`config.mk`:
```
export PLATFORM = sky130hd
export DESIGN_NAME = mmwo_queue
export DESIGN_NICKNAME = d
export VERILOG_FILES = /design/src/rtl/mmwo_pkg.sv /design/src/rtl/mmwo_queue.sv
export SDC_FILE = /design/constraint.sdc
export NUM_CORES = 1
export LEC_CHECK = 0
export BUFFER_PORTS_ARGS = -buffer_cell sky130_fd_sc_hd__buf_2
export CORE_MARGIN = 2
export CORE_UTILIZATION = 42
export CTS_BUF_LIST = sky130_fd_sc_hd__clkbuf_16
export CTS_CLUSTER_DIAMETER = 120
export DETAILED_ROUTE_END_ITERATION = 10
export GPL_ROUTABILITY_DRIVEN = 0
export PLACE_DENSITY_LB_ADDON = 0.12
export SLEW_MARGIN = 5
export SYNTH_ARGS = -nofsm -noshare
export SYNTH_HDL_FRONTEND = slang
export SYNTH_SLANG_ARGS = --single-unit
```
`constraint.sdc`:
```
create_clock -name clk -period 2.7 [get_ports clk]
set_input_delay 0.405 -clock clk [delete_from_list [all_inputs] [get_ports clk]]
set_output_delay 0.405 -clock clk [all_outputs]
set_load 0.02 [all_outputs]
```
`src/rtl/mmwo_pkg.sv`:
```
package mmwo_pkg;

    // bank geometry
    localparam int TABLE_SIZE   = 1024;
    localparam int MIP_LEVELS   = 10;
    localparam int MORPH_POINTS = 9;

    // port field widths
    localparam int SAMPLE_W = 16;
    localparam int PHASE_W  = 32;
    localparam int FREQ_W   = 32;
    localparam int MORPH_W  = 17;
    localparam int FRAME_W  = 4;
    localparam int LEVEL_W  = 4;
    localparam int INDEX_W  = 10;
    localparam int RATE_W   = 24;

    localparam int RATE_RESET = 48000;

    // table addressing and interpolation
    localparam int TIDX_W     = $clog2(TABLE_SIZE);
    localparam int HALF_W     = TIDX_W - 1;
    localparam int FRAC_W     = PHASE_W - TIDX_W;
    localparam int PROD_SHIFT = 16 - TIDX_W;
    localparam int HALF_LOG2  = TIDX_W - 1;
    localparam int CMP_W      = FREQ_W + HALF_LOG2;
    localparam int NYQ_SHIFT  = 7;
    localparam int FREQ_FLOOR = 256;

    // morph decode
    localparam int MFRAC_W  = 16;
    localparam int MSCALE_W = MORPH_W + $clog2(MORPH_POINTS);
    localparam logic [MORPH_W-1:0] MORPH_ONE = MORPH_W'(65536);

    // four banks: frame parity by index parity
    localparam int BANKS      = 4;
    localparam int BANK_ROWS  = ((MORPH_POINTS + 1) / 2) * MIP_LEVELS;
    localparam int ROW_W      = $clog2(BANK_ROWS);
    localparam int BANK_DEPTH = BANK_ROWS * (TABLE_SIZE / 2);
    localparam int BANK_AW    = $clog2(BANK_DEPTH);

    // datapath widths
    localparam int DS_W  = SAMPLE_W + 1;
    localparam int PROD_W = DS_W + FRAC_W + 1;
    localparam int V_W   = PROD_W - PROD_SHIFT + 1;
    localparam int DV_W  = V_W + 1;
    localparam int BL_W  = DV_W + MFRAC_W + 1;
    localparam int T_W   = BL_W + 1;
    localparam int RES_W = T_W - 32;
    localparam int SAMPLE_MAX = 2 ** (SAMPLE_W - 1) - 1;
    localparam int SAMPLE_MIN = -(2 ** (SAMPLE_W - 1));

    // queues
    localparam int QUEUE_DEPTH = 4;
    localparam int QPTR_W      = $clog2(QUEUE_DEPTH);
    localparam int QCNT_W      = $clog2(QUEUE_DEPTH + 1);
    localparam int RES_DEPTH   = 8;
    localparam int RPTR_W      = $clog2(RES_DEPTH);
    localparam int RCNT_W      = $clog2(RES_DEPTH + 1);

    typedef enum logic {
        OP_LOAD   = 1'b0,
        OP_RENDER = 1'b1
    } op_t;

    typedef struct packed {
        logic                render;
        logic [FRAME_W-1:0]  frame;
        logic                top;
        logic [LEVEL_W-1:0]  level;
        logic [TIDX_W-1:0]   index;
        logic [FRAC_W-1:0]   frac;
        logic [MFRAC_W-1:0]  mfrac;
        logic [SAMPLE_W-1:0] sample;
    } cmd_t;

    typedef struct packed {
        logic [SAMPLE_W-1:0] sample;
        logic [LEVEL_W-1:0]  level;
    } result_t;

    function automatic logic [BANK_AW-1:0] bank_addr(
        input logic [FRAME_W-1:0] frame,
        input logic [LEVEL_W-1:0] level,
        input logic [TIDX_W-1:0]  idx
    );
        logic [ROW_W-1:0] row;
        row = ROW_W'(int'(frame >> 1) * MIP_LEVELS + int'(level));
        return BANK_AW'({row, idx[TIDX_W-1:1]});
    endfunction

endpackage

```
`src/rtl/mmwo_queue.sv`:
```
module mmwo_queue (
    input  logic           clk,
    input  logic           rst_n,
    input  logic           push,
    input  mmwo_pkg::cmd_t push_data,
    output logic           full,
    input  logic           pop,
    output mmwo_pkg::cmd_t pop_data,
    output logic           empty
);

    mmwo_pkg::cmd_t                entries_reg [mmwo_pkg::QUEUE_DEPTH];
    logic [mmwo_pkg::QPTR_W-1:0]   wr_ptr_reg;
    logic [mmwo_pkg::QPTR_W-1:0]   wr_ptr_next;
    logic [mmwo_pkg::QPTR_W-1:0]   rd_ptr_reg;
    logic [mmwo_pkg::QPTR_W-1:0]   rd_ptr_next;
    logic [mmwo_pkg::QCNT_W-1:0]   count_reg;
    logic [mmwo_pkg::QCNT_W-1:0]   count_next;

    always_comb
    begin
        full        = (count_reg == mmwo_pkg::QCNT_W'(mmwo_pkg::QUEUE_DEPTH));
        empty       = (count_reg == '0);
        pop_data    = entries_reg[rd_ptr_reg];
        wr_ptr_next = push ? wr_ptr_reg + 1'b1 : wr_ptr_reg;
        rd_ptr_next = pop ? rd_ptr_reg + 1'b1 : rd_ptr_reg;
        count_next  = count_reg + mmwo_pkg::QCNT_W'(push) - mmwo_pkg::QCNT_W'(pop);
    end

    always_ff @(posedge clk or negedge rst_n)
    begin
        if (!rst_n)
        begin
            wr_ptr_reg <= '0;
            rd_ptr_reg <= '0;
            count_reg  <= '0;
        end
        else
        begin
            wr_ptr_reg <= wr_ptr_next;
            rd_ptr_reg <= rd_ptr_next;
            count_reg  <= count_next;
        end
    end

    always_ff @(posedge clk)
    begin
        if (push)
        begin
            entries_reg[wr_ptr_reg] <= push_data;
        end
    end

endmodule

```
; ---- Yosys cells after proc, flatten, opt, wreduce, memory -nomap -nowiden
; Memory sizes are Yosys's and may differ from the RTL's.
; Cells that the tools add are included.
[classes]
n_reduce_logical = 1
addsub = 4
eq_ne = 1
mux = 2
[op_table]
columns = operator, count
row1 = $add 2x1->2 const B, 2
row2 = $add 3x1->3, 1
row3 = $eq 3x3->1 const B, 1
row4 = $logic_not 3->1, 1
row5 = $sub 3x1->3, 1
row6 = $mux 1, 2
[totals]
n_memories = 1
output_inout_bits = 76
wordCells = 12
ram_bits = 296
reg_bits = 7
[memory_table]
columns = memory, words, word_bits, read_ports, rd_ports_with_merged_regs, wr, line
row1 = entries_reg, 4, 74, 1, 0, 1, mmwo_queue.sv:12  ; mmwo_pkg::cmd_t entries_reg [mmwo_pkg::QUEUE_DEPTH];

; ---- Depth between registers and ports, before layout
[logic_depth]
ltp_word = 2
mapped_depth = 6
depth_no_buf = 6

; ---- Worst setup path after synthesis
; Ideal clock, no wire load.
[synth_timing]
path_kind = reg2reg
from = reg wr_ptr_reg[0] in the netlist's numbering
to = mem entries_reg[0][0] in the netlist's numbering (enable)
setup_ps = 440
arrival_ps = 2350
t_required_ps = 2260
path_stages_with_launch = 4
path_slack_ps = -90
synth_period_minus_slack_ps = 2790
path_buffers = 0
cell_sequence = dfrtp_1 > inv_1 > ha_1 > and2_1
[synth_rtl]
columns = element, line
row1 = start: declaration, mmwo_queue.sv:13  ; logic [mmwo_pkg::QPTR_W-1:0] wr_ptr_reg;
row2 = start signal: assignment, mmwo_queue.sv:40  ; wr_ptr_reg <= wr_ptr_next;
row3 = end: declaration, mmwo_queue.sv:12
; No word-level cell before the write port.

==> impl_metrics.py <==
metrics = {
    "cts": {
        "cts_root_buf": "clkbuf_16",
        "cts.reportedPaths.clkPinSlew_ns": 0.06,
        "hold_buffers": 1,
        "cts_max_level": 2,
        "cts_tree": "built",
        "cts_made_buffers": 34,
        "insertion_delay_ns": 0.50,
        "ctsResizeCount": 0,
        "ctsLongestPathBuffers": 3,
        "clock-sinks": 303,
        "post_cts_buffers": 0,
    },
    "worst_setup_path": {
        "cp_max_fo": 14,
        "cp_top_family": "flip-flops",
        "rr_worst_depth": 4,
        "r2r_start": "wr_ptr_reg[0]",
        "path_buf_inv": 2,
        "critPathKind": "flop to primary output",
        "r2r_setup_slack_ns": 0.88,
        "critPathCaptureType": "primary output",
        "cp_slowest_cell": "dfrtp_4",
        "cp_cell_sequence": "buf_4, mux4_2, buf_2",
        "cp-start-kind": "flop",
        "r2r_end": "entries_reg[2][26]",
        "max_stage_delay_ns": 0.63,
        "arrival_ns": 2.13,
        "crit_required_ns": 2.30,
    },
    "route": {
        "drc": 0,
        "drt_iter0_drc": 331,
        "first_pass_iters": 7,
        "avgViaCountPerCell": 5.12,
        "wl_um": 20300,
        "vias": 4949,
        "ant_nets": 0,
        "wl_per_cell_um": 21.0,
    },
    "floorplanning": {
        "die_y_um": 167,
        "die_area_mm2": 0.0278,
        "io_pins": 154,
        "num_rows": 59,
        "coreArea_mm2": 0.0260,
        "initial_core_util": 0.428,
        "die_x_um": 167,
    },
    "sta": {
        "maxSlewHeadroom": 0.680,
        "setup_violations": 0,
        "period_share": 0.938,
        "fin_skew_ns": 0.0158,
        "min_period_ns": 2.53,
        "final-hold-violation-count": 0,
        "tns_ns": 0,
        "fmax_mhz": 395,
        "slew_viol_final": 0,
        "final.setup.worst_slack_ns": 0.169,
        "rsz0062_at_grt": "false",
        "tightestPinTransition_ns": 0.480,
    },
    "synthesis": {
        "synth_edf_count": 296,
        "yosysMostFrequentCell": "edfxtp_1",
        "ys_seq_area_frac": 0.816,
        "synthArstFlopShare": 0.0231,
        "yosysWarningCount": 0,
        "syn_area_mm2": 0.0111,
        "netlist_top_cells_count": "edfxtp_1 (296), mux4_2 (74), dfrtp_1 (7)",
        "syn_avg_cell_area_um2": 26.4,
        "ys_types": 18,
        "synth_top_area_share": 0.800,
        "syn_inst": 421,
        "syn_nets": 506,
        "ys_top_cells_by_area": "edfxtp_1 (80%), mux4_2 (15%), dfrtp_1 (1.6%)",
        "synth_area_leader_cell": "edfxtp_1",
        "synth-seq-cells": 303,
        "synth_ff_type": "edfxtp_1",
    },
    "pwr": {
        "p_per_area_mw_per_mm2": 1140,
        "vdd.ir_drop.worst_v": 0.000590,
        "power_mw": 15.2,
        "power_leakage_nw": 4.64,
    },
    "placement": {
        "pre_cts_ws_ns": 0.624,
        "dp_hpwl_um": 12200,
        "portBuffers": 153,
    },
    "grt": {
        "overflow": 0,
        "grt_max_degree": 52,
        "grt_pass1_wl_um": 31800,
        "antenna_found_initial": 1,
        "grtUsageTotal": 0.150,
        "grt_pass1_vias": 5481,
    },
    "cells_and_area": {
        "area_delta_synth_final_pct": 20.3,
        "nFillCells": 2113,
        "utilization": 0.514,
        "nNetsFinal": 694,
        "final_layout_size_suffix_gt1_frac": 0.458,
        "largest_reg_flops": 296,
    },
    "outcome": {
        "status": "completed",
    },
    "hold_path": {
        "hold_path_class": "input pin to flop",
        "worstHoldEndpoint": "entries_reg[3][51]",
        "hold_depth": 1,
        "worstHoldStart": "push_data[51]",
    },
    "job": {
        "maxCapViolCount": 0,
    },
}
## report_power, final
| part | total [mW] | switching (mW) | internal [mW] |
|---|---|---|---|
| clock | 4.07 | 1.65 | 2.42 |
| sequential | 6.45 | 0.292 | 6.16 |
| combinational | 4.72 | 2.73 | 1.99 |
## logic make-up (layout without fill, tap and decap cells)
kind of cell / after synthesis / in the layout / synth area share
flip-flops: 303 / 303 / 0.816
buffers and inverters: 23 / 233 / 0.0175
other: 0 / 1 / 0
multiplexers: 74 / 74 / 0.150
adder cells (fa/ha/maj): 7 / 7 / 0.00856
AND/OR/NAND/NOR: 8 / 8 / 0.00394
XOR/XNOR: 5 / 5 / 0.00394
AO/OA/AOI/OAI: 1 / 1 / 0.000450
## layout by cell type (no fill, tap or decap)
cell	synthesis	routed
edfxtp_1	296	296
buf_2	6	153
mux4_2	74	74
clkbuf_16	0	35
inv_1	6	15
clkinv_1	0	8
buf_12	5	8
buf_4	3	7
ha_1	6	6
dfrtp_1	7	5
and2_4	0	4
xor2_1	3	3
clkinv_2	0	3
xnor2_1	2	2
nand2_1	2	2
dfrtp_4	0	2
diode_2	0	1
nor3_1	1	1
and3_1	1	1
o21ai_0	1	1
fa_1	1	1
inv_6	0	1
bufinv_16	0	1
clkinvlp_4	0	1
dlygate4sd3_1	0	1
## per-layer routing
layer  routed length [µm]  track usage  vias to the layer above
met1                 8480        0.195                     2594
li1                     -            -                     2186
met3                 1260       0.0402                       36
met4                  375       0.0412                        2
met2                10200        0.251                      131
met5                   13            0                        -
## layout make-up
class                      count  area (µm²)  area share
clock buffer                  35         876      0.0655
tap                          335         419      0.0314
clock inverter                23         125     0.00936
antenna                        1        2.50    0.000187
timing repair buffer         169         988      0.0739
sequential                   303        9070       0.679
multi-input combinational     95        1860       0.139
inverter                       6        22.5     0.00168
## how the worst max path moves through the flow
stage                  start           endpoint  slack (ns)  depth (start not counted)
6_report       rd_ptr_reg[0]        pop_data[0]        0.17                          3
5_1_grt        rd_ptr_reg[0]        pop_data[0]        0.04                          3
4_1_cts        rd_ptr_reg[0]        pop_data[2]        0.08                          3
3_5_place_dp   rd_ptr_reg[0]        pop_data[2]        0.62                          3
3_3_place_gp   rd_ptr_reg[0]        pop_data[2]        0.63                          3
2_1_floorplan  wr_ptr_reg[0]  entries_reg[0][0]        0.72                          3
## metrics by stage
stage                     cells  cell area, µm²  hold slack (ns)
after floorplan             421           11100            0.109
after global placement      907           12400            0.247
after detailed placement    907           12400            0.253
after CTS                   966           13400           0.0908
after global routing        966           13400            0.111
final                       967           13400            0.119
Power figures use the tool's default switching activity.
