$ cat src/rtl/mmwo_pkg.sv
package mmwo_pkg;

    // bank geometry
    localparam int TABLE_SIZE   = 1024;
    localparam int MIP_LEVELS   = 10;
    localparam int MORPH_POINTS = 9;

    // port field widths
    localparam int SAMPLE_W = 16;
    localparam int PHASE_W  = 32;
    localparam int FREQ_W   = 32;
    localparam int MORPH_W  = 17;
    localparam int FRAME_W  = 4;
    localparam int LEVEL_W  = 4;
    localparam int INDEX_W  = 10;
    localparam int RATE_W   = 24;

    localparam int RATE_RESET = 48000;

    // table addressing and interpolation
    localparam int TIDX_W     = $clog2(TABLE_SIZE);
    localparam int HALF_W     = TIDX_W - 1;
    localparam int FRAC_W     = PHASE_W - TIDX_W;
    localparam int PROD_SHIFT = 16 - TIDX_W;
    localparam int HALF_LOG2  = TIDX_W - 1;
    localparam int CMP_W      = FREQ_W + HALF_LOG2;
    localparam int NYQ_SHIFT  = 7;
    localparam int FREQ_FLOOR = 256;

    // morph decode
    localparam int MFRAC_W  = 16;
    localparam int MSCALE_W = MORPH_W + $clog2(MORPH_POINTS);
    localparam logic [MORPH_W-1:0] MORPH_ONE = MORPH_W'(65536);

    // four banks: frame parity by index parity
    localparam int BANKS      = 4;
    localparam int BANK_ROWS  = ((MORPH_POINTS + 1) / 2) * MIP_LEVELS;
    localparam int ROW_W      = $clog2(BANK_ROWS);
    localparam int BANK_DEPTH = BANK_ROWS * (TABLE_SIZE / 2);
    localparam int BANK_AW    = $clog2(BANK_DEPTH);

    // datapath widths
    localparam int DS_W  = SAMPLE_W + 1;
    localparam int PROD_W = DS_W + FRAC_W + 1;
    localparam int V_W   = PROD_W - PROD_SHIFT + 1;
    localparam int DV_W  = V_W + 1;
    localparam int BL_W  = DV_W + MFRAC_W + 1;
    localparam int T_W   = BL_W + 1;
    localparam int RES_W = T_W - 32;
    localparam int SAMPLE_MAX = 2 ** (SAMPLE_W - 1) - 1;
    localparam int SAMPLE_MIN = -(2 ** (SAMPLE_W - 1));

    // queues
    localparam int QUEUE_DEPTH = 4;
    localparam int QPTR_W      = $clog2(QUEUE_DEPTH);
    localparam int QCNT_W      = $clog2(QUEUE_DEPTH + 1);
    localparam int RES_DEPTH   = 8;
    localparam int RPTR_W      = $clog2(RES_DEPTH);
    localparam int RCNT_W      = $clog2(RES_DEPTH + 1);

    typedef enum logic {
        OP_LOAD   = 1'b0,
        OP_RENDER = 1'b1
    } op_t;

    typedef struct packed {
        logic                render;
        logic [FRAME_W-1:0]  frame;
        logic                top;
        logic [LEVEL_W-1:0]  level;
        logic [TIDX_W-1:0]   index;
        logic [FRAC_W-1:0]   frac;
        logic [MFRAC_W-1:0]  mfrac;
        logic [SAMPLE_W-1:0] sample;
    } cmd_t;

    typedef struct packed {
        logic [SAMPLE_W-1:0] sample;
        logic [LEVEL_W-1:0]  level;
    } result_t;

    function automatic logic [BANK_AW-1:0] bank_addr(
        input logic [FRAME_W-1:0] frame,
        input logic [LEVEL_W-1:0] level,
        input logic [TIDX_W-1:0]  idx
    );
        logic [ROW_W-1:0] row;
        row = ROW_W'(int'(frame >> 1) * MIP_LEVELS + int'(level));
        return BANK_AW'({row, idx[TIDX_W-1:1]});
    endfunction

endpackage

$ cat src/rtl/mmwo_front.sv
module mmwo_front (
    input  logic                                  clk,
    input  logic                                  rst_n,
    input  logic                                  cfg_write,
    input  logic [mmwo_pkg::RATE_W-1:0]           cfg_data,
    input  logic                                  in_valid,
    output logic                                  in_stall,
    input  logic                                  operation,
    input  logic [mmwo_pkg::PHASE_W-1:0]          phase,
    input  logic [mmwo_pkg::FREQ_W-1:0]           frequency,
    input  logic [mmwo_pkg::MORPH_W-1:0]          morph,
    input  logic [mmwo_pkg::FRAME_W-1:0]          load_frame,
    input  logic [mmwo_pkg::LEVEL_W-1:0]          load_level,
    input  logic [mmwo_pkg::INDEX_W-1:0]          load_index,
    input  logic signed [mmwo_pkg::SAMPLE_W-1:0]  load_sample,
    input  logic                                  q_full,
    output logic                                  q_push,
    output mmwo_pkg::cmd_t                        q_data
);

    logic [mmwo_pkg::RATE_W-1:0]   rate_reg;
    logic [mmwo_pkg::RATE_W-1:0]   rate_next;
    logic [mmwo_pkg::FREQ_W-1:0]   freq_floor;
    logic [mmwo_pkg::CMP_W-1:0]    nyq;
    logic [mmwo_pkg::MIP_LEVELS-1:0] fits;
    logic [mmwo_pkg::LEVEL_W-1:0]  level;
    logic [mmwo_pkg::MORPH_W-1:0]  morph_clamp;
    logic [mmwo_pkg::MSCALE_W-1:0] mscaled;
    logic [mmwo_pkg::FRAME_W-1:0]  frame_lo;
    logic                          top;
    logic                          is_render;
    logic                          load_ok;

    always_comb
    begin
        rate_next = cfg_write ? cfg_data : rate_reg;
    end

    always_ff @(posedge clk or negedge rst_n)
    begin
        if (!rst_n)
        begin
            rate_reg <= mmwo_pkg::RATE_W'(mmwo_pkg::RATE_RESET);
        end
        else
        begin
            rate_reg <= rate_next;
        end
    end

    // mip level: first level with (limit * f) <= nyquist, limit a power of two
    always_comb
    begin
        freq_floor = (frequency < mmwo_pkg::FREQ_W'(mmwo_pkg::FREQ_FLOOR))
                   ? mmwo_pkg::FREQ_W'(mmwo_pkg::FREQ_FLOOR) : frequency;
        nyq = mmwo_pkg::CMP_W'({rate_reg, {mmwo_pkg::NYQ_SHIFT{1'b0}}});
        for (int m = 0; m < mmwo_pkg::MIP_LEVELS; m++)
        begin
            if (m >= mmwo_pkg::HALF_LOG2)
            begin
                fits[m] = 1'b1;
            end
            else
            begin
                fits[m] = ((mmwo_pkg::CMP_W'(freq_floor) << (mmwo_pkg::HALF_LOG2 - m)) <= nyq);
            end
        end
        level = mmwo_pkg::LEVEL_W'(mmwo_pkg::MIP_LEVELS - 1);
        for (int m = mmwo_pkg::MIP_LEVELS - 1; m >= 0; m--)
        begin
            if (fits[m])
            begin
                level = mmwo_pkg::LEVEL_W'(m);
            end
        end
        if (rate_reg == '0)
        begin
            level = mmwo_pkg::LEVEL_W'(mmwo_pkg::MIP_LEVELS - 1);
        end
    end

    always_comb
    begin
        morph_clamp = (morph > mmwo_pkg::MORPH_ONE) ? mmwo_pkg::MORPH_ONE : morph;
        mscaled     = mmwo_pkg::MSCALE_W'(morph_clamp)
                    * mmwo_pkg::MSCALE_W'(mmwo_pkg::MORPH_POINTS - 1);
        frame_lo    = mmwo_pkg::FRAME_W'(mscaled >> mmwo_pkg::MFRAC_W);
        top         = (frame_lo == mmwo_pkg::FRAME_W'(mmwo_pkg::MORPH_POINTS - 1));
    end

    always_comb
    begin
        is_render = (mmwo_pkg::op_t'(operation) == mmwo_pkg::OP_RENDER);
        load_ok   = (int'(load_frame) < mmwo_pkg::MORPH_POINTS)
                 && (int'(load_level) < mmwo_pkg::MIP_LEVELS)
                 && (int'(load_index) < mmwo_pkg::TABLE_SIZE);

        q_data.render = is_render;
        if (is_render)
        begin
            q_data.frame  = frame_lo;
            q_data.top    = top;
            q_data.level  = level;
            q_data.index  = phase[mmwo_pkg::PHASE_W-1 -: mmwo_pkg::TIDX_W];
            q_data.frac   = phase[mmwo_pkg::FRAC_W-1:0];
            q_data.mfrac  = top ? '0 : mscaled[mmwo_pkg::MFRAC_W-1:0];
            q_data.sample = '0;
        end
        else
        begin
            q_data.frame  = load_frame;
            q_data.top    = 1'b0;
            q_data.level  = load_level;
            q_data.index  = mmwo_pkg::TIDX_W'(load_index);
            q_data.frac   = '0;
            q_data.mfrac  = '0;
            q_data.sample = load_sample;
        end

        // out-of-range loads are dropped here
        in_stall = q_full;
        q_push   = in_valid && !q_full && (is_render || load_ok);
    end

endmodule

$ cat config.mk
export PLATFORM = sky130hd
export DESIGN_NAME = mmwo_front
export DESIGN_NICKNAME = d
export VERILOG_FILES = /design/src/rtl/mmwo_pkg.sv /design/src/rtl/mmwo_front.sv
export SDC_FILE = /design/constraint.sdc
export NUM_CORES = 1
export LEC_CHECK = 0
export ABC_AREA = 1
export BUFFER_PORTS_ARGS = -buffer_cell sky130_fd_sc_hd__buf_2
export CAP_MARGIN = 20
export CORE_UTILIZATION = 30
export DETAILED_ROUTE_END_ITERATION = 10
export MAX_ROUTING_LAYER = met4
export SLEW_MARGIN = 40
export SYNTH_ARGS = -nofsm -noshare
export SYNTH_HDL_FRONTEND = slang
export SYNTH_SLANG_ARGS = --single-unit
$ cat constraint.sdc
create_clock -name clk -period 3.05 [get_ports clk]
set_input_delay 0.1525 -clock clk [delete_from_list [all_inputs] [get_ports clk]]
set_output_delay 0.1525 -clock clk [all_outputs]
set_load 0.005 [all_outputs]
Word level (Yosys, flattened, before mapping)
Cells that the tools add are included.

Order comparisons: 13. Eq/ne operators: 1. Muxes and demuxes: 14. Reduce and logical (&&, ||, !) cells: 6.

Operators by type and width (count): two-way mux 73 bit (1); less-or-equal comparator 41 x 31 -> 1 bit (1); less-or-equal comparator 40 x 31 -> 1 bit (1); less-or-equal comparator 39 x 31 -> 1 bit (1); less-or-equal comparator 38 x 31 -> 1 bit (1); less-or-equal comparator 37 x 31 -> 1 bit (1); less-or-equal comparator 36 x 31 -> 1 bit (1); two-way mux 4 bit (9); less-or-equal comparator 35 x 31 -> 1 bit (1); less-or-equal comparator 34 x 31 -> 1 bit (1); less-or-equal comparator 33 x 31 -> 1 bit (1); < comparator 32 x 9 -> 1 bit (second input constant) (1); two-way mux 32 bit (1); logical NOT 24 bit (1); greater-than comparator 17 bit (second input constant) (1); two-way mux 17 bit (1); two-way mux 16 bit (1); < comparator 4 bit (second input constant) (2); equality test 4 bit (second input constant) (1); logical AND 1 bit (3); logical NOT 1 bit (1); logical OR 1 bit (1); two-way mux 1 bit (1).

Register bits: 24. Input bits: 145. Output and inout bits: 76. Logic and storage cells: 35.

Depth between registers and ports, before layout
Gate-level depths: netlist of run 1.

Depth in word-level cells: 14. Depth in mapped cells: 25.

Least setup slack after synthesis of run 1
Ideal clock, no wire load.

Path kind: input to output. Start point: input port frequency[18] in the netlist's numbering. End point: output port q_data[67] in the netlist's numbering. Arrival time: 2.415 ns. Data required time: 2.897 ns. Setup slack: 0.482 ns. Stages: 24. Cell sequence: buf_6 -> nor2_1 -> nand2_1 -> nor2_1 -> nand3_4 -> buf_6 -> nand2_1 -> inv_1 -> ha_1 -> nand2_1 -> inv_1 -> o21ai_0 -> nand2_1 -> a21oi_1 -> or2_2 -> nand2_1 -> nand2_1 -> nand2_1 -> nand2_1 -> nor2_1 -> nand2_1 -> nor2_1 -> nor2_1 -> nor2_1.

RTL lines: start: declaration (line mmwo_front.sv:10) `input logic [mmwo_pkg::FREQ_W-1:0] frequency,`; end: declaration (line mmwo_front.sv:18) `output mmwo_pkg::cmd_t q_data`.

==> metrics.txt, run 1 <==
Synth top area share 33.5%; I/O pin cnt 221; Slew headroom between 50 and 60%; failing checks negative setup slack; Reg2Reg Setup Slack ~1.8 ns; register bit count reported by yosys 24; mean area per synthesized cell 6.29 um^2; DRT iter0 DRCs 658; largest net degree at the start of global routing 51; first-pass GRT wire length 42,900 um; sequential share of power 16.0%; Setup WS pre-CTS -0.163 ns; FF/Latch Area 609 um^2; dpl cells 1,758; grt ovf 0; Post-Syn Area 7290 um^2; vias in the first global route a little over 8,000; CP most frequent cell nand2_1; yosys warns 0; Post-Route WL 28,900 um; drt wl/cell ~16 um; remaining antenna violation count 0; slowest stage cell, crit path ha_4; clock sinks 24; max-slew violations 0; CTS Root Cell clkbuf_16; Final Hold Viols 0; die area about 25,000 um^2; DR pass1 iterations 5; Layout area overhead 38.1%; CTS tree built; worst-path cell chain buf_2 > nor2_4 > nand2_2 > nor2_4 > nand3_4 > nand2_4 > clkinvlp_4 > ha_4 > nand2_2 > o21ai_2 > buf_4 > nand4_1 > o211ai_1 > nand2_1 > nand3_2 > nand2_1 > nand2_1 > nand2_2 > nor2_2 > nand2_1 > nor2_1 > nor2_1 > nor2_1 > buf_2; crit-path max FO 5; CP Capture Type output pin; final setup fails 4; required time of the critical path 2.90 ns; Setup CP Type in -> out; leakage 5.61 nW; Initial Utilization between 30 and 40%; vias post-DR around 8,900; skew final 0 ns; Fillers 2,511; clock latency on the worst-skew pair 0.25 ns; outcome complete, but fails checks; Synth area leaders ha_1 (33%), nand2_1 (14%), inv_1 (7.9%), nor2_1 (7.5%), dfrtp_1 (5.8%); die width 158 um; post-synthesis cell type count 44; number of max-cap violations 0; critical path's top delay family simple AND/OR/NAND/NOR gates; critical path arrival 2.95 ns; VDD IR-drop max 334 uV; RSZ-0062 raised after global routing yes; final worst setup slack -0.0532 ns; initial antenna violation count 3; DRC Markers 0; Cell Area, Placed 9350 um^2; type of the most critical hold path in -> reg; layout cell share with drive strength beyond 1 between 30% and 40%; fin cells approximately 1,800; Yosys top cell by area ha_1; overall power 2.38 mW; min Tclk post-route approximately 3.1 ns; switching share of power 45.6%; I/O Buffers 217; combinational share of power 68.4%; Largest register FFs 24; P per Cell Area 236 nW/um^2; synthesized instance count 1,159; Total GRT Usage 23.1%; FMAX 322 MHz; clock share of power around 16%; layout net count 1,809; clk slew on worst S/H paths 0.06 ns; Num CTS Buffers 3; detailed placement HPWL around 24,000 um; placer congestion estimate 1.01; Finished Cell Area 10,100 um^2; Pint 1.29 mW; clock buffer depth 2; Row Count 56; Core Area 23,700 um^2; CP max stage delay 0.32 ns; crit path launch type input pin; Die Span Y 158 um; Sw Pwr 1.08 mW; Slew @ Worst Pin 0.639 ns; H-tree Lvls 1; Seq/Total Area, Yosys 8.36%; Critical path buffers and inverters 4; multi-input logic area 6220 um^2; vias per cell 4.95; final period utilization 102%
==> worst min-delay path: stages <==
cell and delay [ns]:
buf_2 0.07, nand2_1 0.04, o21ai_0 0.05
==> placed cells by master, fill, tap and decap left out, types with 5 or more instances in the layout <==
| cell type | count |
|---|---|
| nand2_1 | 252 |
| buf_2 | 210 |
| ha_1 | 189 |
| inv_1 | 141 |
| nor2_1 | 123 |
| buf_4 | 120 |
| a21oi_1 | 67 |
| nand3_1 | 60 |
| o21ai_0 | 44 |
| nor3_1 | 33 |
| nand4_1 | 30 |
| nor2_2 | 19 |
| dfrtp_1 | 17 |
| nand2_2 | 16 |
| buf_6 | 11 |
| nor2_4 | 8 |
| inv_2 | 8 |
| o21bai_1 | 8 |
| a211oi_1 | 8 |
| nand3b_1 | 7 |
| dfstp_2 | 7 |
| o211ai_1 | 6 |
| ha_4 | 6 |
| nand2_4 | 5 |
| clkinvlp_4 | 5 |
| a31o_2 | 5 |
| nor3_2 | 5 |
==> cells by family (layout without fill, tap and decap cells) <==
family / Yosys count / count (layout) / synth area share [%]
compound gates: 165 / 165 / 13.1
simple gates: 575 / 576 / 34.1
other cells: 1 / 5 / 0.0515
fa+ha+maj: 195 / 195 / 33.5
xor+xnor: 1 / 1 / 0.120
flops: 24 / 24 / 8.36
buf+inv: 198 / 504 / 10.8
==> power groups by stage <==
stage	Clock (mW)	Sequential, mW	Combinational (mW)
after detailed placement	0	0.383	1.49
final	0.371	0.380	1.62
after floorplan	0	0.373	0.889
after global placement	0	0.383	1.46
after CTS	0.378	0.378	1.54
after global routing	0.392	0.383	1.84
==> through the flow <==
stage               util [%]   TNS, ns  hold WS (ns)
finish                  42.5    -0.171        0.0976
global route            42.5    -0.833         0.116
CTS                     40.9  -0.00567         0.100
detailed placement      39.5    -0.538         0.166
global placement        39.5    -0.314         0.162
floorplan                  -         0        -0.143
==> repair_timing <==
action | 4_1_cts | 5_1_grt
gates cloned | 1 | 0
pin swaps | 7 | 41
resized for setup | 29 | 80
endpoints found under the hold margin | 17 | 0
hold buffers | 1 | 0
setup buffers | 12 | 11
endpoints found under the setup margin | 4 | 4
==> synth_stat cells (all sizes together) <==
library cell	count
ha	195
nor2	150
o21ai	51
o41ai	2
or2	1
a31oi	2
nand3	63
and2	1
o211ai	6
clkbuf	31
dfstp	7
o31ai	3
dfrtp	17
a211oi	9
nor3b	2
nand4	30
a31o	5
o211a	1
o21a	2
nor4	9
nand2	273
o22ai	3
xor2	1
nand3b	7
conb	1
buf	11
clkinv	1
a21oi	70
nor3	38
nor4b	1
o21bai	8
inv	155
a21o	3
==> final cells by class <==
| type | count | share of cell area (%) |
|---|---|---|
| multi-input cells | 940 | 61.8 |
| clock buffers | 3 | 0.746 |
| flip-flops and latches | 24 | 6.06 |
| repair buffers | 344 | 21.1 |
| clock inverters | 1 | 0.298 |
| inverters | 156 | 6.03 |
| diodes | 2 | 0.0497 |
| well taps | 319 | 3.97 |
==> path summary, 6_finish.rpt <==
kind                                 to  depth (start not counted)          start
setup / recovery             q_data[67]                         24  frequency[26]
setup reg to reg           rate_reg[15]                          4   rate_reg[15]
hold / removal              rate_reg[3]                          3    cfg_data[3]
hold reg to reg            rate_reg[12]                          2   rate_reg[12]
max in group asynchronous   rate_reg[9]                          2          rst_n
min in group asynchronous   rate_reg[4]                          2          rst_n
==> layer usage <==
layer  wire length [um]  share of wire, %  up-vias  GRT usage (%)
li1                   -                 -     4511              -
met2              13200                46      353           38.4
met4                783               2.7        0           6.84
met5                  0                 0        -              -
met3               2290               7.9       43           3.01
met1              12600                44     3951           29.0
Power figures use the tool's default switching activity.
==> run 2, diff against run 1 <==
--- a/config.mk
+++ b/config.mk
@@ -9,6 +9,7 @@
 export BUFFER_PORTS_ARGS = -buffer_cell sky130_fd_sc_hd__buf_2
 export CAP_MARGIN = 20
 export CORE_UTILIZATION = 30
+export CTS_BUF_LIST = sky130_fd_sc_hd__clkbuf_8
 export DETAILED_ROUTE_END_ITERATION = 10
 export MAX_ROUTING_LAYER = met4
 export SLEW_MARGIN = 40
==> run 2 against run 1 <==
The flow still finishes with violations (negative setup slack). Register-to-register slack got worse by 0.14 ns. Core utilization rose by 0.14 points. Wire length fell by 0.14%. Maximum frequency fell by 1.1%. Setup slack got worse by 0.035 ns. Flip-flop and latch count did not move. Design area rose by 0.33%. Critical path type is now reg -> out. Highest routed layer unchanged.
==> metrics.txt, run 2 (synthesis results as in run 1) <==
RSZ-0062 raised after global routing yes (unchanged); skew final 0 ns (unchanged); grt ovf 0 (unchanged); first-pass GRT wire length 42,600 um (was 42,900 um); Post-Route WL 28,900 um (about the same); DRT iter0 DRCs 634 (was 658); critical path's top delay family simple AND/OR/NAND/NOR gates (unchanged); crit path launch type flop (was input pin); Slew headroom 54.2% (was 56.9%); Layout area overhead 38.5% (was 38.1%); most frequent cells in the layout nand2_1 (251), buf_2 (218), ha_1 (183), inv_1 (141), nor2_1 (131) (was nand2_1 (252), buf_2 (210), ha_1 (189), inv_1 (141), nor2_1 (123)); I/O pin cnt 221 (unchanged); CP Capture Type output pin (unchanged); clock latency on the worst-skew pair 0.26 ns (was 0.25 ns); Row Count 56 (unchanged); Total GRT Usage 23.0% (was 23.1%); final setup fails 4 (unchanged); worst-path cell chain clkinvlp_4 > ha_4 > nand4_1 > nor3_1 > o21ai_1 > nand3_1 > nand2_1 > inv_1 > nor2_1 > nor2_2 > buf_4 > nand3_4 > nand2_2 > nand2_1 > nand2_1 > buf_2 (was buf_2 > nor2_4 > nand2_2 > nor2_4 > nand3_4 > nand2_4 > clkinvlp_4 > ha_4 > nand2_2 > o21ai_2 > buf_4 > nand4_1 > o211ai_1 > nand2_1 > nand3_2 > nand2_1 > nand2_1 > nand2_2 > nor2_2 > nand2_1 > nor2_1 > nor2_1 > nor2_1 > buf_2); required time of the critical path 2.90 ns (about the same); initial antenna violation count 3 (unchanged); layout net count 1,811 (was 1,809); Critical path buffers and inverters 4 (unchanged); I/O Buffers 217 (unchanged); final period utilization 103% (was 102%); worst reg2reg path depth 3 (was 4); Hold Path End rate_reg[3] (unchanged); type of the most critical hold path in -> reg (unchanged); max-slew violations 0 (unchanged); Num CTS Buffers 3 (unchanged); failing checks negative setup slack (unchanged); CP max stage delay 0.58 ns (was 0.32 ns); die width 158 um (unchanged); clock buffer depth 2 (unchanged); P per Cell Area 228 nW/um^2 (was 236 nW/um^2); leakage 5.59 nW (was 5.61 nW); vias per cell 4.95 (about the same); worst reg2reg path endpoint rate_reg[9] (was rate_reg[15]); number of max-cap violations 0 (unchanged); vias in the first global route 8,004 (was 8,047); crit-path max FO 7 (was 5); Reg-to-Reg Start rate_reg[9] (was rate_reg[15]); Die Span Y 158 um (unchanged); Largest register FFs 24 (unchanged); min Tclk post-route 3.14 ns (was 3.10 ns); Final Util 42.6% (was 42.5%); hold path cells 3 (unchanged); outcome complete, but fails checks (unchanged); commonest non-fill, non-tap cell in the layout nand2_1 (unchanged); die area 24,900 um^2 (unchanged); layout cell share with drive strength beyond 1 30.8% (was 30.7%); FMAX 319 MHz (was 322 MHz); Slew @ Worst Pin 0.678 ns (was 0.639 ns); DR pass1 iterations 5 (unchanged); largest net degree at the start of global routing 51 (unchanged); Finished Cell Area 10,100 um^2 (about the same); placer congestion estimate 1.01 (unchanged); final worst setup slack -0.0885 ns (was -0.0532 ns); Final Hold Viols 0 (unchanged); detailed placement HPWL 23,900 um (unchanged); Setup CP Type reg -> out (was in -> out); clk slew on worst S/H paths 0.09 ns (was 0.06 ns); DRC Markers 0 (unchanged); CTS Root Cell clkbuf_8 (was clkbuf_16); slowest stage cell, crit path dfstp_2 (was ha_4); remaining antenna violation count 0 (unchanged); H-tree Lvls 1 (unchanged); Cell Area, Placed 9350 um^2 (unchanged); Reg2Reg Setup Slack 1.65 ns (was 1.79 ns); CTS tree built (unchanged); critical path arrival 2.99 ns (was 2.95 ns); vias post-DR 8,868 (was 8,858); VDD IR-drop max 336 uV (was 334 uV); clock sinks 24 (unchanged); Initial Utilization 30.8% (unchanged); Core Area 23,700 um^2 (unchanged); drt wl/cell 16.1 um (was 16.2 um); CP most frequent cell nand2_1 (unchanged); Hold Startpoint cfg_data[3] (unchanged)
==> run 2: changes by cell type in the layout (fill, tap and decap cells not counted), sizes merged <==
cell,delta
buf,+2
==> run 2: how the worst max path moves through the flow <==
stage                        from          to  slack [ns]  cells past startpoint
floorplan           frequency[18]  q_data[67]        0.48                     24
finish                rate_reg[9]  q_data[65]       -0.09                     16
CTS                  rate_reg[12]  q_data[67]       -0.03                     13
global placement    frequency[26]  q_data[67]       -0.11                     20
detailed placement  frequency[26]  q_data[67]       -0.16                     20
global route          rate_reg[9]  q_data[67]       -0.26                     18
==> run 2: repair_timing <==
action                                 in CTS  in global routing
pin swaps                                   6                 42
endpoints found under the hold margin      17                  0
gates resized for setup                    23                 78
hold buffers                                1                  0
setup endpoints to repair                   4                  4
setup buffers                              11                 14
gates cloned                                1                  0
==> run 2: power by group <==
group / total, mW / internal (mW) / leakage [nW] / switching [mW]
clock network: 0.276 / 0.175 / 0.0357 / 0.101
logic: 1.65 / 0.691 / 5.28 / 0.956
registers: 0.380 / 0.353 / 0.280 / 0.0267
total: 2.30 / 1.22 / 5.59 / 1.08
==> run 2: cell type report <==
type / count / area, um^2
well taps: 319 / 399
inverters: 156 / 609
clock buffers: 3 / 41.3
repair buffers: 346 / 2100
fillers: 2494 / 13600
multi-input cells: 940 / 6300
flip-flops and latches: 24 / 609
clock inverters: 1 / 30.0
diodes: 2 / 5.00
==> run 2: stage by stage <==
stage	setup slack [ns]	TNS, ns	power, mW	std cells	hold slack, ns
after floorplan	0.482	0	1.26	1161	-0.143
after global placement	-0.114	-0.314	1.85	1758	0.162
after detailed placement	-0.163	-0.538	1.87	1758	0.166
after CTS	-0.0326	-0.0651	2.19	1775	0.0841
after global routing	-0.263	-0.952	2.54	1791	0.0986
final	-0.0885	-0.194	2.30	1791	0.0841
==> run 2: worst register-to-register path, cell delays in order (launching register included) <==
cell	delay, ns
dfstp_2	0.58
clkinvlp_4	0.27
buf_4	0.26
o21ai_0	0.21
==> run 2: per-layer routing <==
layer | global-route usage (%) | part of all wire (%) | vias to the layer above
li1 | - | - | 4511
met1 | 29.2 | 44 | 3990
met2 | 38.5 | 46 | 321
met3 | 2.49 | 7.4 | 46
met4 | 6.01 | 2.6 | 0
met5 | - | 0 | -
==> run 3, diff against run 2 <==
--- a/config.mk
+++ b/config.mk
@@ -8,10 +8,14 @@
 export ABC_AREA = 1
 export BUFFER_PORTS_ARGS = -buffer_cell sky130_fd_sc_hd__buf_2
 export CAP_MARGIN = 20
-export CORE_UTILIZATION = 30
+export CELL_PAD_IN_SITES_DETAIL_PLACEMENT = 2
+export CELL_PAD_IN_SITES_GLOBAL_PLACEMENT = 2
+export CORE_UTILIZATION = 28
 export CTS_BUF_LIST = sky130_fd_sc_hd__clkbuf_8
 export DETAILED_ROUTE_END_ITERATION = 10
 export MAX_ROUTING_LAYER = met4
+export PLACE_DENSITY_LB_ADDON = 0.1
+export SETUP_SLACK_MARGIN = 0.5
 export SLEW_MARGIN = 40
 export SYNTH_ARGS = -nofsm -noshare
 export SYNTH_HDL_FRONTEND = slang
==> run 3 against run 2 <==
The run still ends with negative setup slack left. Clock power fell by 26%. Maximum frequency rose by 0.45%. Wire length increased by 29%. Sequential share of layout area rose by 0.051 points. Setup slack better by 0.014 ns. Register-to-register slack got worse by 0.04 ns. Critical path depth unchanged. Clock-buffer cell count unchanged. Critical path type unchanged.
==> metrics.txt, run 3 (synthesis results as in run 1) <==
WHS 0.0714 ns (was 0.0841 ns); skew final 0 ns (unchanged); worst reg2reg path endpoint rate_reg[12] (was rate_reg[9]); RSZ-0062 raised after global routing yes (unchanged); largest net degree at the start of global routing 49 (was 51); met1 WL 15,500 um (was 12,800 um); Reg2Reg Setup Slack 1.61 ns (was 1.65 ns); fin cells 1,789 (was 1,791); final setup fails 3 (was 4); Slew headroom 49.2% (was 54.2%); H-tree Lvls 1 (unchanged); initial antenna violation count 1 (was 3); Reg-to-Reg Start rate_reg[12] (was rate_reg[9]); CTS Root Cell clkbuf_8 (unchanged); DR pass1 iterations 4 (was 5); clock latency on the worst-skew pair 0.28 ns (was 0.26 ns); number of max-cap violations 0 (unchanged); hold path cells 3 (unchanged); detailed placement HPWL 31,500 um (was 23,900 um); placer congestion estimate 0.869 (was 1.01); clk slew on worst S/H paths 0.09 ns (about the same); type of the most critical hold path in -> reg (unchanged); metal3 WL 1670 um (was 2130 um); Final Hold Viols 0 (unchanged); DRT iter0 DRCs 274 (was 634); crit-path max FO 7 (unchanged); met2 wire length 19,300 um (was 13,200 um); die width 163 um (was 158 um); die area 26,700 um^2 (was 24,900 um^2); diode count 0 (was 2); layout net count 1,800 (was 1,811); CTS tree built (unchanged); failing checks negative setup slack (unchanged); FMAX 320 MHz (was 319 MHz); multi-input logic area 6280 um^2 (was 6300 um^2); vias per cell 5.22 (was 4.95); crit path launch type flop (unchanged); vias post-DR 9,331 (was 8,868); grt ovf 0 (unchanged); VDD IR-drop max 389 uV (was 336 uV); Post-Route WL 37,200 um (was 28,900 um); vias in the first global route 9,981 (was 8,004); max-slew violations 0 (unchanged); I/O pin cnt 221 (unchanged); DRC Markers 0 (unchanged); worst reg2reg path depth 6 (was 3); Hold Path End rate_reg[19] (was rate_reg[3]); Core Area 25,300 um^2 (was 23,700 um^2); final worst setup slack -0.0745 ns (was -0.0885 ns); remaining antenna violation count 0 (unchanged); Layout area overhead 37.4% (was 38.5%); uppermost routed layer met4 (unchanged); outcome complete, but fails checks (unchanged); first-pass GRT wire length 56,200 um (was 42,600 um); FF/Latch Area 609 um^2 (unchanged); Cell Area, Placed 9360 um^2 (was 9350 um^2); clock buffer depth 2 (unchanged); clock sinks 24 (unchanged); Fillers 3,164 (was 2,494); drt wl/cell 20.8 um (was 16.1 um); leakage 5.54 nW (was 5.59 nW); Row Count 58 (was 56); min Tclk post-route 3.12 ns (was 3.14 ns); Setup CP Type reg -> out (unchanged); I/O Buffers 217 (unchanged); P per Cell Area 233 nW/um^2 (was 228 nW/um^2); critical path arrival 2.97 ns (was 2.99 ns); Largest register FFs 24 (unchanged); commonest non-fill, non-tap cell in the layout nand2_1 (unchanged); Slew @ Worst Pin 0.753 ns (was 0.678 ns); final period utilization 102% (was 103%); overall power 2.34 mW (was 2.30 mW); setup TNS -0.139 ns (was -0.194 ns); required time of the critical path 2.90 ns (about the same); Num CTS Buffers 3 (unchanged); layout cell share with drive strength beyond 1 31.0% (was 30.8%); Final Util 39.5% (was 42.6%); Finished Cell Area 10,000 um^2 (was 10,100 um^2); Setup WS pre-CTS -0.220 ns (was -0.163 ns); CP Capture Type output pin (unchanged); Die Span Y 163 um (was 158 um); Total GRT Usage 28.3% (was 23.0%); dpl cells 1,764 (was 1,758); Hold Startpoint cfg_data[19] (was cfg_data[3]); most frequent cells in the layout nand2_1 (252), buf_2 (217), ha_1 (184), inv_1 (140), nor2_1 (126) (was nand2_1 (251), buf_2 (218), ha_1 (183), inv_1 (141), nor2_1 (131)); Initial Utilization 28.8% (was 30.8%)
## run 3: timing repair
item / in CTS / in global routing
setup buffers: 16 / 4
endpoints found under the setup margin: 4 / 4
pin swaps: 22 / 14
hold endpoints to repair: 17 / 0
resized for setup: 62 / 43
hold buffers: 1 / 0
## run 3: area by class of cell
class / instances / share of cell area, %
flip-flops and latches: 24 / 6.09
clock inverters: 1 / 0.0375
repair buffers: 336 / 20.6
multi-input cells: 939 / 62.7
inverters: 156 / 6.09
well taps: 330 / 4.12
clock buffers: 3 / 0.412
## run 3: per-layer routing
layer,track usage (%),vias up
met3,1.42,36
li1,-,4488
met4,6.50,0
met5,-,-
met2,53.1,250
met1,32.7,4557
## run 3: worst max-delay path, cell delays in order (launching register included)
cell        delay (ns)
dfstp_2           0.58
clkinvlp_4        0.23
buf_4             0.22
ha_1              0.30
a31o_2            0.25
o21bai_1          0.16
nand3_1           0.14
nand2_1           0.11
inv_2             0.04
nor2_1            0.09
nor2_1            0.07
nand2_1           0.07
nand2_1           0.07
nand2_1           0.07
nand2_1           0.07
a21oi_2           0.11
buf_2             0.13
## run 3: power breakdown
part           leakage, nW  internal [mW]  switching [mW]
Combinational         5.23          0.702            1.05
Sequential           0.280          0.353          0.0282
Clock               0.0269         0.0907           0.114
Total                 5.54           1.15            1.19
## run 3: worst max-delay path by stage
stage | slack, ns | cells after the start | start | end
finish | -0.07 | 16 | rate_reg[8] | q_data[64]
global route | -0.25 | 16 | rate_reg[11] | q_data[67]
CTS | -0.03 | 23 | frequency[26] | q_data[64]
detailed placement | -0.22 | 22 | frequency[16] | q_data[66]
global placement | -0.13 | 22 | frequency[16] | q_data[66]
floorplan | 0.51 | 24 | frequency[18] | q_data[67]
